File: config.mk
export PLATFORM = sky130hd
export DESIGN_NAME = pid_leaky_trapezoid_integrator
export DESIGN_NICKNAME = d
export VERILOG_FILES = /design/src/sv/pli_pkg.sv /design/src/sv/pli_regs.sv /design/src/sv/pli_mac.sv /design/src/sv/pid_leaky_trapezoid_integrator.sv
export SDC_FILE = /design/constraint.sdc
export NUM_CORES = 2
export LEC_CHECK = 0
export ABC_CLOCK_PERIOD_IN_PS = 26500
export BUFFER_PORTS_ARGS = -buffer_cell sky130_fd_sc_hd__buf_2
export CAP_MARGIN = 30
export CORE_MARGIN = 1
export CORE_UTILIZATION = 55
export CTS_CLUSTER_DIAMETER = 50
export DETAILED_ROUTE_END_ITERATION = 6
export PLACE_DENSITY = 0.76
export SYNTH_ARGS = -nofsm -noshare
export SYNTH_HDL_FRONTEND = slang
export SYNTH_HIERARCHICAL = 1
export SYNTH_SLANG_ARGS = --single-unit
File: constraint.sdc
create_clock -name clk -period 26.5 [get_ports clk]
set_input_delay 2.65 -clock clk [delete_from_list [all_inputs] [get_ports clk]]
set_output_delay 2.65 -clock clk [all_outputs]
set_load 0.005 [all_outputs]
File: src/sv/pli_pkg.sv
// ----------------------------------------------------------------------------
// pli_pkg - shared types and constants
// Widths, command codes and control structs for the leaky trapezoid PID.
// ----------------------------------------------------------------------------
package pli_pkg;

	localparam int DATA_W        = 32;
	localparam int LIMIT_W       = 31;
	localparam int LEAK_W        = 17;
	localparam int LEAK_BITS     = 16;
	localparam int CMD_W         = 2;
	localparam int ADDR_W        = 5;
	localparam int MUL_W         = 34;
	localparam int FRAC_BITS_DEF = 16;
	localparam int ACC_W_DEF     = 2 * MUL_W + 8;

	localparam logic [LIMIT_W-1:0] LIMIT_RST = LIMIT_W'(65536);
	localparam logic [LEAK_W-1:0]  LEAK_RST  = LEAK_W'(65536);

	// request command codes
	localparam logic [CMD_W-1:0] CMD_UPDATE    = 2'd0;
	localparam logic [CMD_W-1:0] CMD_CLR_ALL   = 2'd1;
	localparam logic [CMD_W-1:0] CMD_CLR_INTEG = 2'd2;

	typedef struct packed {
		logic signed [DATA_W-1:0] prop_gain;
		logic signed [DATA_W-1:0] integ_gain;
		logic signed [DATA_W-1:0] deriv_gain;
		logic [LIMIT_W-1:0]       integ_limit;
		logic [LEAK_W-1:0]        leak_factor;
	} cfg_t;

	// control of the shared multiply-accumulate unit
	typedef struct packed {
		logic mul_en;    // capture a*b
		logic shift_hi;  // product weighs 2^32
		logic acc_en;    // add captured product to accumulator
		logic acc_clr;   // accumulator restarts from zero
	} mac_op_t;

endpackage

File: src/sv/pli_regs.sv
// ----------------------------------------------------------------------------
// pli_regs - configuration register file
// APB-style register bank holding gains, integrator clamp and leak factor.
// ----------------------------------------------------------------------------
module pli_regs import pli_pkg::*; (
	input  logic              clk,
	input  logic              arst_n,
	input  logic              psel,
	input  logic              penable,
	input  logic              pwrite,
	input  logic [ADDR_W-1:0] paddr,
	input  logic [DATA_W-1:0] pwdata,
	output logic [DATA_W-1:0] prdata,
	output logic              pready,
	output cfg_t              cfg
);

	localparam logic [2:0] REG_PROP  = 3'd0;
	localparam logic [2:0] REG_INTEG = 3'd1;
	localparam logic [2:0] REG_DERIV = 3'd2;
	localparam logic [2:0] REG_LIMIT = 3'd3;
	localparam logic [2:0] REG_LEAK  = 3'd4;

	cfg_t       cfg_q;
	logic       wr_en;
	logic [2:0] reg_idx;

	assign pready  = 1'b1;
	assign wr_en   = psel & penable & pwrite;
	assign reg_idx = paddr[4:2];
	assign cfg     = cfg_q;

	always_ff @(posedge clk or negedge arst_n) begin
		if (!arst_n) begin
			cfg_q.prop_gain   <= '0;
			cfg_q.integ_gain  <= '0;
			cfg_q.deriv_gain  <= '0;
			cfg_q.integ_limit <= LIMIT_RST;
			cfg_q.leak_factor <= LEAK_RST;
		end else if (wr_en) begin
			unique case (reg_idx)
				REG_PROP:  cfg_q.prop_gain   <= pwdata;
				REG_INTEG: cfg_q.integ_gain  <= pwdata;
				REG_DERIV: cfg_q.deriv_gain  <= pwdata;
				REG_LIMIT: cfg_q.integ_limit <= pwdata[LIMIT_W-1:0];
				REG_LEAK:  cfg_q.leak_factor <= pwdata[LEAK_W-1:0];
				default: ;
			endcase
		end
	end

	always_comb begin
		unique case (reg_idx)
			REG_PROP:  prdata = cfg_q.prop_gain;
			REG_INTEG: prdata = cfg_q.integ_gain;
			REG_DERIV: prdata = cfg_q.deriv_gain;
			REG_LIMIT: prdata = {{(DATA_W-LIMIT_W){1'b0}}, cfg_q.integ_limit};
			REG_LEAK:  prdata = {{(DATA_W-LEAK_W){1'b0}}, cfg_q.leak_factor};
			default:   prdata = '0;
		endcase
	end

endmodule

File: src/sv/pli_mac.sv
// ----------------------------------------------------------------------------
// pli_mac - shared multiply-accumulate unit
// One registered signed 34x34 multiplier feeding a wide accumulator.
// ----------------------------------------------------------------------------
module pli_mac import pli_pkg::*; #(
	parameter int ACC_W = ACC_W_DEF
) (
	input  logic                     clk,
	input  mac_op_t                  op,
	input  logic signed [MUL_W-1:0]  a,
	input  logic signed [MUL_W-1:0]  b,
	output logic signed [ACC_W-1:0]  acc
);

	logic signed [2*MUL_W-1:0] prod_s1;
	logic                      sh_s1;
	logic signed [ACC_W-1:0]   acc_q;
	logic signed [ACC_W-1:0]   prod_ext;
	logic signed [ACC_W-1:0]   term;
	logic signed [ACC_W-1:0]   base;

	assign prod_ext = ACC_W'(prod_s1);
	assign term     = sh_s1 ? (prod_ext <<< DATA_W) : prod_ext;
	assign base     = op.acc_clr ? '0 : acc_q;
	assign acc      = acc_q;

	always_ff @(posedge clk) begin
		if (op.mul_en) begin
			prod_s1 <= a * b;
			sh_s1   <= op.shift_hi;
		end
		if (op.acc_en) begin
			acc_q <= base + term;
		end
	end

endmodule

File: src/sv/pid_leaky_trapezoid_integrator.sv
// ----------------------------------------------------------------------------
// pid_leaky_trapezoid_integrator - fixed-point PID step, leaky clamped integrator
// Sequencer around one shared multiply-accumulate unit plus APB config bank.
// ----------------------------------------------------------------------------
// One PID step per update request, all values signed Q(32-F).F with F =
// FRAC_BITS (default 16). An update adds the trapezoid (err+prev_err)*dt/2 to
// the integrator (rounded half away from zero), scales it by leak_factor
// (Q1.16, rounded half away from zero), clamps it to +/-integ_limit, then
// returns drive = kp*err + ki*integ + kd*err_rate, rounded half up and
// saturated to 32 bits. A zero step_time returns drive 0 with bad_step set and
// leaves the state alone. Clear requests (command 1: integrator and previous
// error, command 2: integrator only) and the unused code 3 return nothing.
// Sequencing: an update holds in_stall from ST_TSUM until ST_DONE hands on its
// result; every multiply goes through the single registered 34x34 multiplier,
// six products in turn, each followed by an accumulate. Clears stay in ST_IDLE,
// a zero step passes only through ST_DONE. A finished result sits in an output
// register, so the next request is taken while it waits on out_stall. The user
// must see that configuration is written through the APB port only while no
// request is being worked on; the block does not enforce it. pready is tied high.
// ----------------------------------------------------------------------------
module pid_leaky_trapezoid_integrator import pli_pkg::*; #(
	parameter int FRAC_BITS = FRAC_BITS_DEF
) (
	input  logic                     clk,
	input  logic                     arst_n,
	// request channel
	input  logic                     in_valid,
	output logic                     in_stall,
	input  logic [CMD_W-1:0]         command,
	input  logic signed [DATA_W-1:0] err_in,
	input  logic signed [DATA_W-1:0] err_rate,
	input  logic [DATA_W-1:0]        step_time,
	// result channel
	output logic                     out_valid,
	input  logic                     out_stall,
	output logic signed [DATA_W-1:0] drive,
	output logic                     bad_step,
	// configuration
	input  logic                     psel,
	input  logic                     penable,
	input  logic                     pwrite,
	input  logic [ADDR_W-1:0]        paddr,
	input  logic [DATA_W-1:0]        pwdata,
	output logic [DATA_W-1:0]        prdata,
	output logic                     pready
);

	// trapezoid magnitude after the divide by 2^(F+1)
	localparam int TMAG_W  = 2 * DATA_W - 1 - FRAC_BITS;
	localparam int ISUM_W  = TMAG_W + 2;
	localparam int AMAG_W  = TMAG_W + 1;
	localparam int HI_W    = AMAG_W - DATA_W;
	localparam int LPROD_W = AMAG_W + LEAK_W;
	localparam int LMAG_W  = LPROD_W + 1 - LEAK_BITS;
	localparam int ACC_W   = (LPROD_W + 2 > 2 * MUL_W + 2) ? LPROD_W + 2 : 2 * MUL_W + 2;
	localparam int TSUM_W  = 2 * DATA_W + 1;

	localparam logic signed [ACC_W-1:0] D_HALF = ACC_W'(1) <<< (FRAC_BITS - 1);
	localparam logic signed [ACC_W-1:0] SAT_HI = (ACC_W'(1) <<< (DATA_W - 1)) - ACC_W'(1);
	localparam logic signed [ACC_W-1:0] SAT_LO = -(ACC_W'(1) <<< (DATA_W - 1));

	typedef enum logic [4:0] {
		ST_IDLE, ST_TSUM, ST_TMUL, ST_TACC, ST_TRND, ST_TADD, ST_TABS,
		ST_LMUL0, ST_LMUL1, ST_LACC, ST_LRND, ST_CLAMP,
		ST_DMUL0, ST_DMUL1, ST_DMUL2, ST_DACC, ST_DRND, ST_DONE
	} state_t;

	cfg_t cfg;

	state_t                   state_q;
	logic                     out_valid_q;
	logic signed [DATA_W-1:0] integ_q;
	logic signed [DATA_W-1:0] prev_q;

	// per-request working registers
	logic signed [DATA_W-1:0] e_q;
	logic signed [DATA_W-1:0] ed_q;
	logic [DATA_W-1:0]        dt_q;
	logic                     sneg_q;
	logic [DATA_W:0]          smag_q;
	logic [TMAG_W-1:0]        tmag_q;
	logic signed [ISUM_W-1:0] isum_q;
	logic                     aneg_q;
	logic [AMAG_W-1:0]        amag_q;
	logic [LMAG_W-1:0]        lmag_q;
	logic signed [DATA_W-1:0] res_drive_q;
	logic                     res_bad_q;
	logic signed [DATA_W-1:0] drive_q;
	logic                     bad_q;

	logic                     in_acc;
	logic                     out_load;

	mac_op_t                  mac_op;
	logic signed [MUL_W-1:0]  mac_a;
	logic signed [MUL_W-1:0]  mac_b;
	logic signed [ACC_W-1:0]  acc;

	// datapath terms
	logic signed [DATA_W:0]   s_sum;
	logic [TSUM_W-1:0]        tsum;
	logic [ISUM_W-1:0]        tterm_u;
	logic signed [ISUM_W-1:0] tterm;
	logic signed [ISUM_W-1:0] isum_next;
	logic signed [ISUM_W-1:0] isum_abs;
	logic [LPROD_W:0]         lsum;
	logic [LIMIT_W-1:0]       lim;
	logic signed [DATA_W-1:0] integ_next;
	logic signed [ACC_W-1:0]  dsum;
	logic signed [ACC_W-1:0]  dtot;
	logic signed [DATA_W-1:0] drive_sat;

	pli_regs u_regs (
		.clk     (clk),
		.arst_n  (arst_n),
		.psel    (psel),
		.penable (penable),
		.pwrite  (pwrite),
		.paddr   (paddr),
		.pwdata  (pwdata),
		.prdata  (prdata),
		.pready  (pready),
		.cfg     (cfg)
	);

	pli_mac #(.ACC_W(ACC_W)) u_mac (
		.clk (clk),
		.op  (mac_op),
		.a   (mac_a),
		.b   (mac_b),
		.acc (acc)
	);

	assign in_stall  = (state_q != ST_IDLE);
	assign in_acc    = in_valid & ~in_stall;
	assign out_load  = (state_q == ST_DONE) & (~out_valid_q | ~out_stall);
	assign out_valid = out_valid_q;
	assign drive     = drive_q;
	assign bad_step  = bad_q;

	// err + prev_err, 33 bits
	assign s_sum = {e_q[DATA_W-1], e_q} + {prev_q[DATA_W-1], prev_q};

	// trapezoid round: (|s|*dt + 2^F) >> (F+1)
	assign tsum = {1'b0, acc[2*DATA_W-1:0]} + (TSUM_W'(1) << FRAC_BITS);

	assign tterm_u   = {{(ISUM_W-TMAG_W){1'b0}}, tmag_q};
	assign tterm     = sneg_q ? -$signed(tterm_u) : $signed(tterm_u);
	assign isum_next = ISUM_W'(integ_q) + tterm;
	assign isum_abs  = isum_q[ISUM_W-1] ? -isum_q : isum_q;

	// leak round: (|acc|*leak + 2^15) >> 16
	assign lsum = {1'b0, acc[LPROD_W-1:0]}
		+ {{(LPROD_W+1-LEAK_BITS){1'b0}}, 1'b1, {(LEAK_BITS-1){1'b0}}};

	// clamp to the limit, then restore the sign
	assign lim        = (lmag_q > LMAG_W'(cfg.integ_limit)) ? cfg.integ_limit
		: lmag_q[LIMIT_W-1:0];
	assign integ_next = aneg_q ? -$signed({1'b0, lim}) : $signed({1'b0, lim});

	// drive: round half up, then saturate
	assign dsum = acc + D_HALF;
	assign dtot = dsum >>> FRAC_BITS;
	always_comb begin
		if (dtot > SAT_HI) begin
			drive_sat = SAT_HI[DATA_W-1:0];
		end else if (dtot < SAT_LO) begin
			drive_sat = SAT_LO[DATA_W-1:0];
		end else begin
			drive_sat = dtot[DATA_W-1:0];
		end
	end

	// shared unit operand select
	always_comb begin
		mac_op = '0;
		mac_a  = '0;
		mac_b  = '0;
		unique case (state_q)
			ST_TMUL: begin
				mac_op.mul_en = 1'b1;
				mac_a = $signed({{(MUL_W-DATA_W-1){1'b0}}, smag_q});
				mac_b = $signed({{(MUL_W-DATA_W){1'b0}}, dt_q});
			end
			ST_TACC, ST_LACC, ST_DACC: begin
				mac_op.acc_en  = 1'b1;
				mac_op.acc_clr = (state_q == ST_TACC);
			end
			ST_LMUL0: begin
				mac_op.mul_en = 1'b1;
				mac_a = $signed({{(MUL_W-DATA_W){1'b0}}, amag_q[DATA_W-1:0]});
				mac_b = $signed({{(MUL_W-LEAK_W){1'b0}}, cfg.leak_factor});
			end
			ST_LMUL1: begin
				mac_op.mul_en   = 1'b1;
				mac_op.shift_hi = 1'b1;
				mac_op.acc_en   = 1'b1;
				mac_op.acc_clr  = 1'b1;
				mac_a = $signed({{(MUL_W-HI_W){1'b0}}, amag_q[AMAG_W-1:DATA_W]});
				mac_b = $signed({{(MUL_W-LEAK_W){1'b0}}, cfg.leak_factor});
			end
			ST_DMUL0: begin
				mac_op.mul_en = 1'b1;
				mac_a = MUL_W'(cfg.prop_gain);
				mac_b = MUL_W'(e_q);
			end
			ST_DMUL1: begin
				mac_op.mul_en  = 1'b1;
				mac_op.acc_en  = 1'b1;
				mac_op.acc_clr = 1'b1;
				mac_a = MUL_W'(cfg.integ_gain);
				mac_b = MUL_W'(integ_q);
			end
			ST_DMUL2: begin
				mac_op.mul_en = 1'b1;
				mac_op.acc_en = 1'b1;
				mac_a = MUL_W'(cfg.deriv_gain);
				mac_b = MUL_W'(ed_q);
			end
			default: ;
		endcase
	end

	// sequencer, stored state and result handshake
	always_ff @(posedge clk or negedge arst_n) begin
		if (!arst_n) begin
			state_q     <= ST_IDLE;
			out_valid_q <= 1'b0;
			integ_q     <= '0;
			prev_q      <= '0;
		end else begin
			// result taken and nothing new to load
			if (out_valid_q && !out_stall && !out_load) begin
				out_valid_q <= 1'b0;
			end
			unique case (state_q)
				ST_IDLE: begin
					if (in_acc) begin
						unique case (command)
							CMD_UPDATE: begin
								state_q <= (step_time == '0) ? ST_DONE : ST_TSUM;
							end
							CMD_CLR_ALL: begin
								integ_q <= '0;
								prev_q  <= '0;
							end
							CMD_CLR_INTEG: begin
								integ_q <= '0;
							end
							default: ;
						endcase
					end
				end
				ST_TSUM:  state_q <= ST_TMUL;
				ST_TMUL:  state_q <= ST_TACC;
				ST_TACC:  state_q <= ST_TRND;
				ST_TRND:  state_q <= ST_TADD;
				ST_TADD:  state_q <= ST_TABS;
				ST_TABS:  state_q <= ST_LMUL0;
				ST_LMUL0: state_q <= ST_LMUL1;
				ST_LMUL1: state_q <= ST_LACC;
				ST_LACC:  state_q <= ST_LRND;
				ST_LRND:  state_q <= ST_CLAMP;
				ST_CLAMP: begin
					integ_q <= integ_next;
					state_q <= ST_DMUL0;
				end
				ST_DMUL0: state_q <= ST_DMUL1;
				ST_DMUL1: state_q <= ST_DMUL2;
				ST_DMUL2: state_q <= ST_DACC;
				ST_DACC:  state_q <= ST_DRND;
				ST_DRND: begin
					prev_q  <= e_q;
					state_q <= ST_DONE;
				end
				ST_DONE: begin
					if (out_load) begin
						out_valid_q <= 1'b1;
						state_q     <= ST_IDLE;
					end
				end
				default: state_q <= ST_IDLE;
			endcase
		end
	end

	// working registers, no reset
	always_ff @(posedge clk) begin
		if (in_acc) begin
			e_q         <= err_in;
			ed_q        <= err_rate;
			dt_q        <= step_time;
			res_drive_q <= '0;
			res_bad_q   <= 1'b1;
		end
		if (state_q == ST_TSUM) begin
			// full 33-bit magnitude, |s| can reach 2^32
			sneg_q <= s_sum[DATA_W];
			smag_q <= s_sum[DATA_W] ? $unsigned(-s_sum) : $unsigned(s_sum);
		end
		if (state_q == ST_TRND) begin
			tmag_q <= tsum[TSUM_W-2:FRAC_BITS+1];
		end
		if (state_q == ST_TADD) begin
			isum_q <= isum_next;
		end
		if (state_q == ST_TABS) begin
			aneg_q <= isum_q[ISUM_W-1];
			amag_q <= isum_abs[AMAG_W-1:0];
		end
		if (state_q == ST_LRND) begin
			lmag_q <= lsum[LPROD_W:LEAK_BITS];
		end
		if (state_q == ST_DRND) begin
			res_drive_q <= drive_sat;
			res_bad_q   <= 1'b0;
		end
		if (out_load) begin
			drive_q <= res_drive_q;
			bad_q   <= res_bad_q;
		end
	end

endmodule

==> impl_metrics.ini <==
[outcome]
outcome = complete, no violations

[cts]
cts.repair.resized = 0
tritoncts_num_sinks = 744
cts_hold_repair.buffers = 0
cts-root-to-sink-buffers = 3
cts_buffers = 86
cts-htree-levels = 3
ctsRootBufferMaster = sky130_fd_sc_hd__clkbuf_16
clock_insertion_delay_worst_skew_ns = 0.72
cts_tree = done
cts_post_setup_buffers_inserted = 0
worst_setup_hold_path_clk_slew_ns = 0.06

[detailed_routing]
drt-initial-drc-count = 6188
drc_errors = 0
wl_per_cell_um = 23.56
detail_route.vias_per_cell = 5.975
detailedRoute.firstPassIterationCount = 6
antenna_violating_nets_post_route = 0
routed-via-count = 63250
drt-total-wl_um = 249400

[logic_synthesis]
synthFlopType = sky130_fd_sc_hd__edfxtp_1
synth_sequential_area_ratio_pct = 24.97
post_synth_top_area_share_pct = 29.25
ys_async_sr_fraction_pct = 28.76
synth_edf_count = 529
yosysMostFrequentCell = sky130_fd_sc_hd__inv_1
postSynthCellCount = 8444
post-synth-top-area-cell = sky130_fd_sc_hd__fa_1
post_synth.cell_area_avg_um2 = 10.08
synth_top_cells_by_count = sky130_fd_sc_hd__inv_1, sky130_fd_sc_hd__fa_1, sky130_fd_sc_hd__nand2_1, sky130_fd_sc_hd__and2_1, sky130_fd_sc_hd__edfxtp_1
yosysWarningCount = 6
ys_ff_latch = 744
syn-num-nets = 10220
yosysUniqueCellTypes = 114
syn_area_um2 = 85160
post_synth_main_area_contributors = sky130_fd_sc_hd__fa_1, sky130_fd_sc_hd__edfxtp_1, sky130_fd_sc_hd__inv_1

[placed_design]
dpl.hpwl_um = 194400
post-place-cells = 10420
post_dp_cell_area_um2 = 88200
globalplace.congestion = 0.9956
io_buffers = 206
placement_setup_slack_ns = 14.36

[floorplanning]
std_cell_rows = 144
floorplan.initialDensity_pct = 55.34
die_w_um = 395.5
die_h_um = 395.5
die_area_um2 = 156400
core_area_um2 = 153900
ioPinCount = 210

[final_layout]
areaGrowthSynthToFinish_pct = 7.050
drive_above_1_share_pct = 9.083
design.final.nets = 10240
final_design_area_no_fill_um2 = 91160
multi_input_area_um2 = 56950
fillerInstances = 12800
final_instance_count_excl_fillers = 10590
final-seq-area_um2 = 21260

[timing]
fin_worst_skew_ns = 0.06121
rsz0062_at_grt = no
finalHoldViolCount = 0
timing.max_slew.rel_slack_pct = 26.15
min_period_over_period_pct = 46.62
postLayoutSetupSlackWorst_ns = 14.15
slew_viol_final = 0
post_route_setup_tns_ns = 0
highest_attainable_clock_frequency_mhz = 80.94
finalWorstPathRequiredPeriod_ns = 12.35
setup_violations = 0
max_slew.worst_pin.slew_ns = 1.098

[worst_setup_path]
path_delay_family = adder cells
critical_path.n_buffers_inverters = 7
critical_path.startpoint_type = register
worst-setup-path-type = register to register
cp_common_cell = sky130_fd_sc_hd__fa_1
timing.critical_path.slowest_stage_cell = sky130_fd_sc_hd__dfrtp_1
worstPathRequired_ns = 26.94
timing.critical_path.slowest_cell_delay_ns = 0.89
timing.critical_path.fanout_max = 45
endpoint_kind = register
critPathArrivalTime_ns = 12.80

[global_route]
pin_count_of_the_biggest_net_entering_global_routing = 81
antenna_found_initial = 10
grt_first_pass_wirelength_um = 387300
first_global_vias = 65270
globalRouteOverflowTotal = 0
global_route.usage.total_pct = 32.41

[hold_path]
hold_path.class = register to register

[job]
max_cap_violations = 0
## per-stage QoR
stage,hold slack [ns],utilization (%)
5_1_grt,0.4269,59.23
3_3_place_gp,0.4063,57.28
2_1_floorplan,0.4003,-
4_1_cts,0.4199,59.19
3_5_place_dp,0.4052,57.32
6_report,0.4183,59.24
## final cells by class
class	count	area share, %
sequential	744	23.33
tap	2044	2.805
timing repair buffer	328	2.235
clock buffer	110	2.604
inverter	1455	5.991
multi-input combinational	5848	62.47
clock inverter	47	0.5394
antenna	11	0.03020
## cells by family (layout without fill, tap and decap cells)
| logic type | after synthesis | count (layout) | share of synthesized area, % |
|---|---|---|---|
| adder cells (fa/ha/maj) | 1636 | 1636 | 35.00 |
| other | 1 | 12 | 0.004404 |
| flip-flops | 744 | 744 | 24.97 |
| XOR/XNOR | 462 | 462 | 4.752 |
| multiplexers | 258 | 258 | 3.716 |
| AND/OR/NAND/NOR | 2328 | 2328 | 13.90 |
| AO/OA/AOI/OAI | 1163 | 1163 | 9.320 |
| buffers and inverters | 1852 | 1940 | 8.332 |
## placed cells by master, fill, tap and decap left out, types with 29 or more instances in the layout
| cell type | instances |
|---|---|
| sky130_fd_sc_hd__nor4_1 | 35 |
| sky130_fd_sc_hd__and3_1 | 36 |
| sky130_fd_sc_hd__mux2_4 | 40 |
| sky130_fd_sc_hd__a22oi_1 | 135 |
| sky130_fd_sc_hd__o21ai_0 | 199 |
| sky130_fd_sc_hd__ha_1 | 392 |
| sky130_fd_sc_hd__a21o_1 | 117 |
| sky130_fd_sc_hd__a21oi_1 | 276 |
| sky130_fd_sc_hd__fa_1 | 1244 |
| sky130_fd_sc_hd__nor2b_1 | 140 |
| sky130_fd_sc_hd__nor2_1 | 205 |
| sky130_fd_sc_hd__xor2_1 | 138 |
| sky130_fd_sc_hd__buf_2 | 205 |
| sky130_fd_sc_hd__xnor2_1 | 324 |
| sky130_fd_sc_hd__nand3_1 | 132 |
| sky130_fd_sc_hd__clkbuf_16 | 87 |
| sky130_fd_sc_hd__nand2_1 | 869 |
| sky130_fd_sc_hd__o31ai_1 | 57 |
| sky130_fd_sc_hd__buf_4 | 118 |
| sky130_fd_sc_hd__or3_1 | 29 |
| sky130_fd_sc_hd__a22o_1 | 54 |
| sky130_fd_sc_hd__mux2_2 | 151 |
| sky130_fd_sc_hd__and2_1 | 578 |
| sky130_fd_sc_hd__edfxtp_1 | 529 |
| sky130_fd_sc_hd__nand4_1 | 67 |
| sky130_fd_sc_hd__o21bai_1 | 40 |
| sky130_fd_sc_hd__inv_1 | 1452 |
| sky130_fd_sc_hd__dfrtp_1 | 212 |
| sky130_fd_sc_hd__nand2b_1 | 50 |
| sky130_fd_sc_hd__nor3_1 | 69 |
| sky130_fd_sc_hd__mux2i_1 | 39 |
## final timing paths
path | end | startpoint | slack, ns | depth (start not counted)
setup / recovery | u_mac/prod_s1[60] | state_q[0] | 14.15 | 29
hold / removal | drive[15] | res_drive_q[15] | 0.42 | 0
setup reg to reg | u_mac/prod_s1[60] | state_q[0] | 14.15 | 29
hold reg to reg | drive[15] | res_drive_q[15] | 0.42 | 0
max in group asynchronous | u_regs/cfg[108] | arst_n | 23.20 | 2
min in group asynchronous | prev_q[0] | arst_n | 1.93 | 1
## flip-flops by register name (all words and copies together), names as in the netlist, 33 cells and up
register / count
isum_q: 49
u_regs/cfg: 144
u_mac/acc: 70
smag_q: 33
lmag_q: 50
tmag_q: 47
amag_q: 48
u_mac/prod_s1: 68
## metal layers
metal	global-route usage (%)	share of wire, %
met5	0	0.036
met4	12.13	4.3
met3	8.457	10
met2	49.80	45
met1	44.21	40
Power is left out: the tool's default activity adds up to more than one toggle a clock period on the data nets, which glitch-free logic cannot reach.
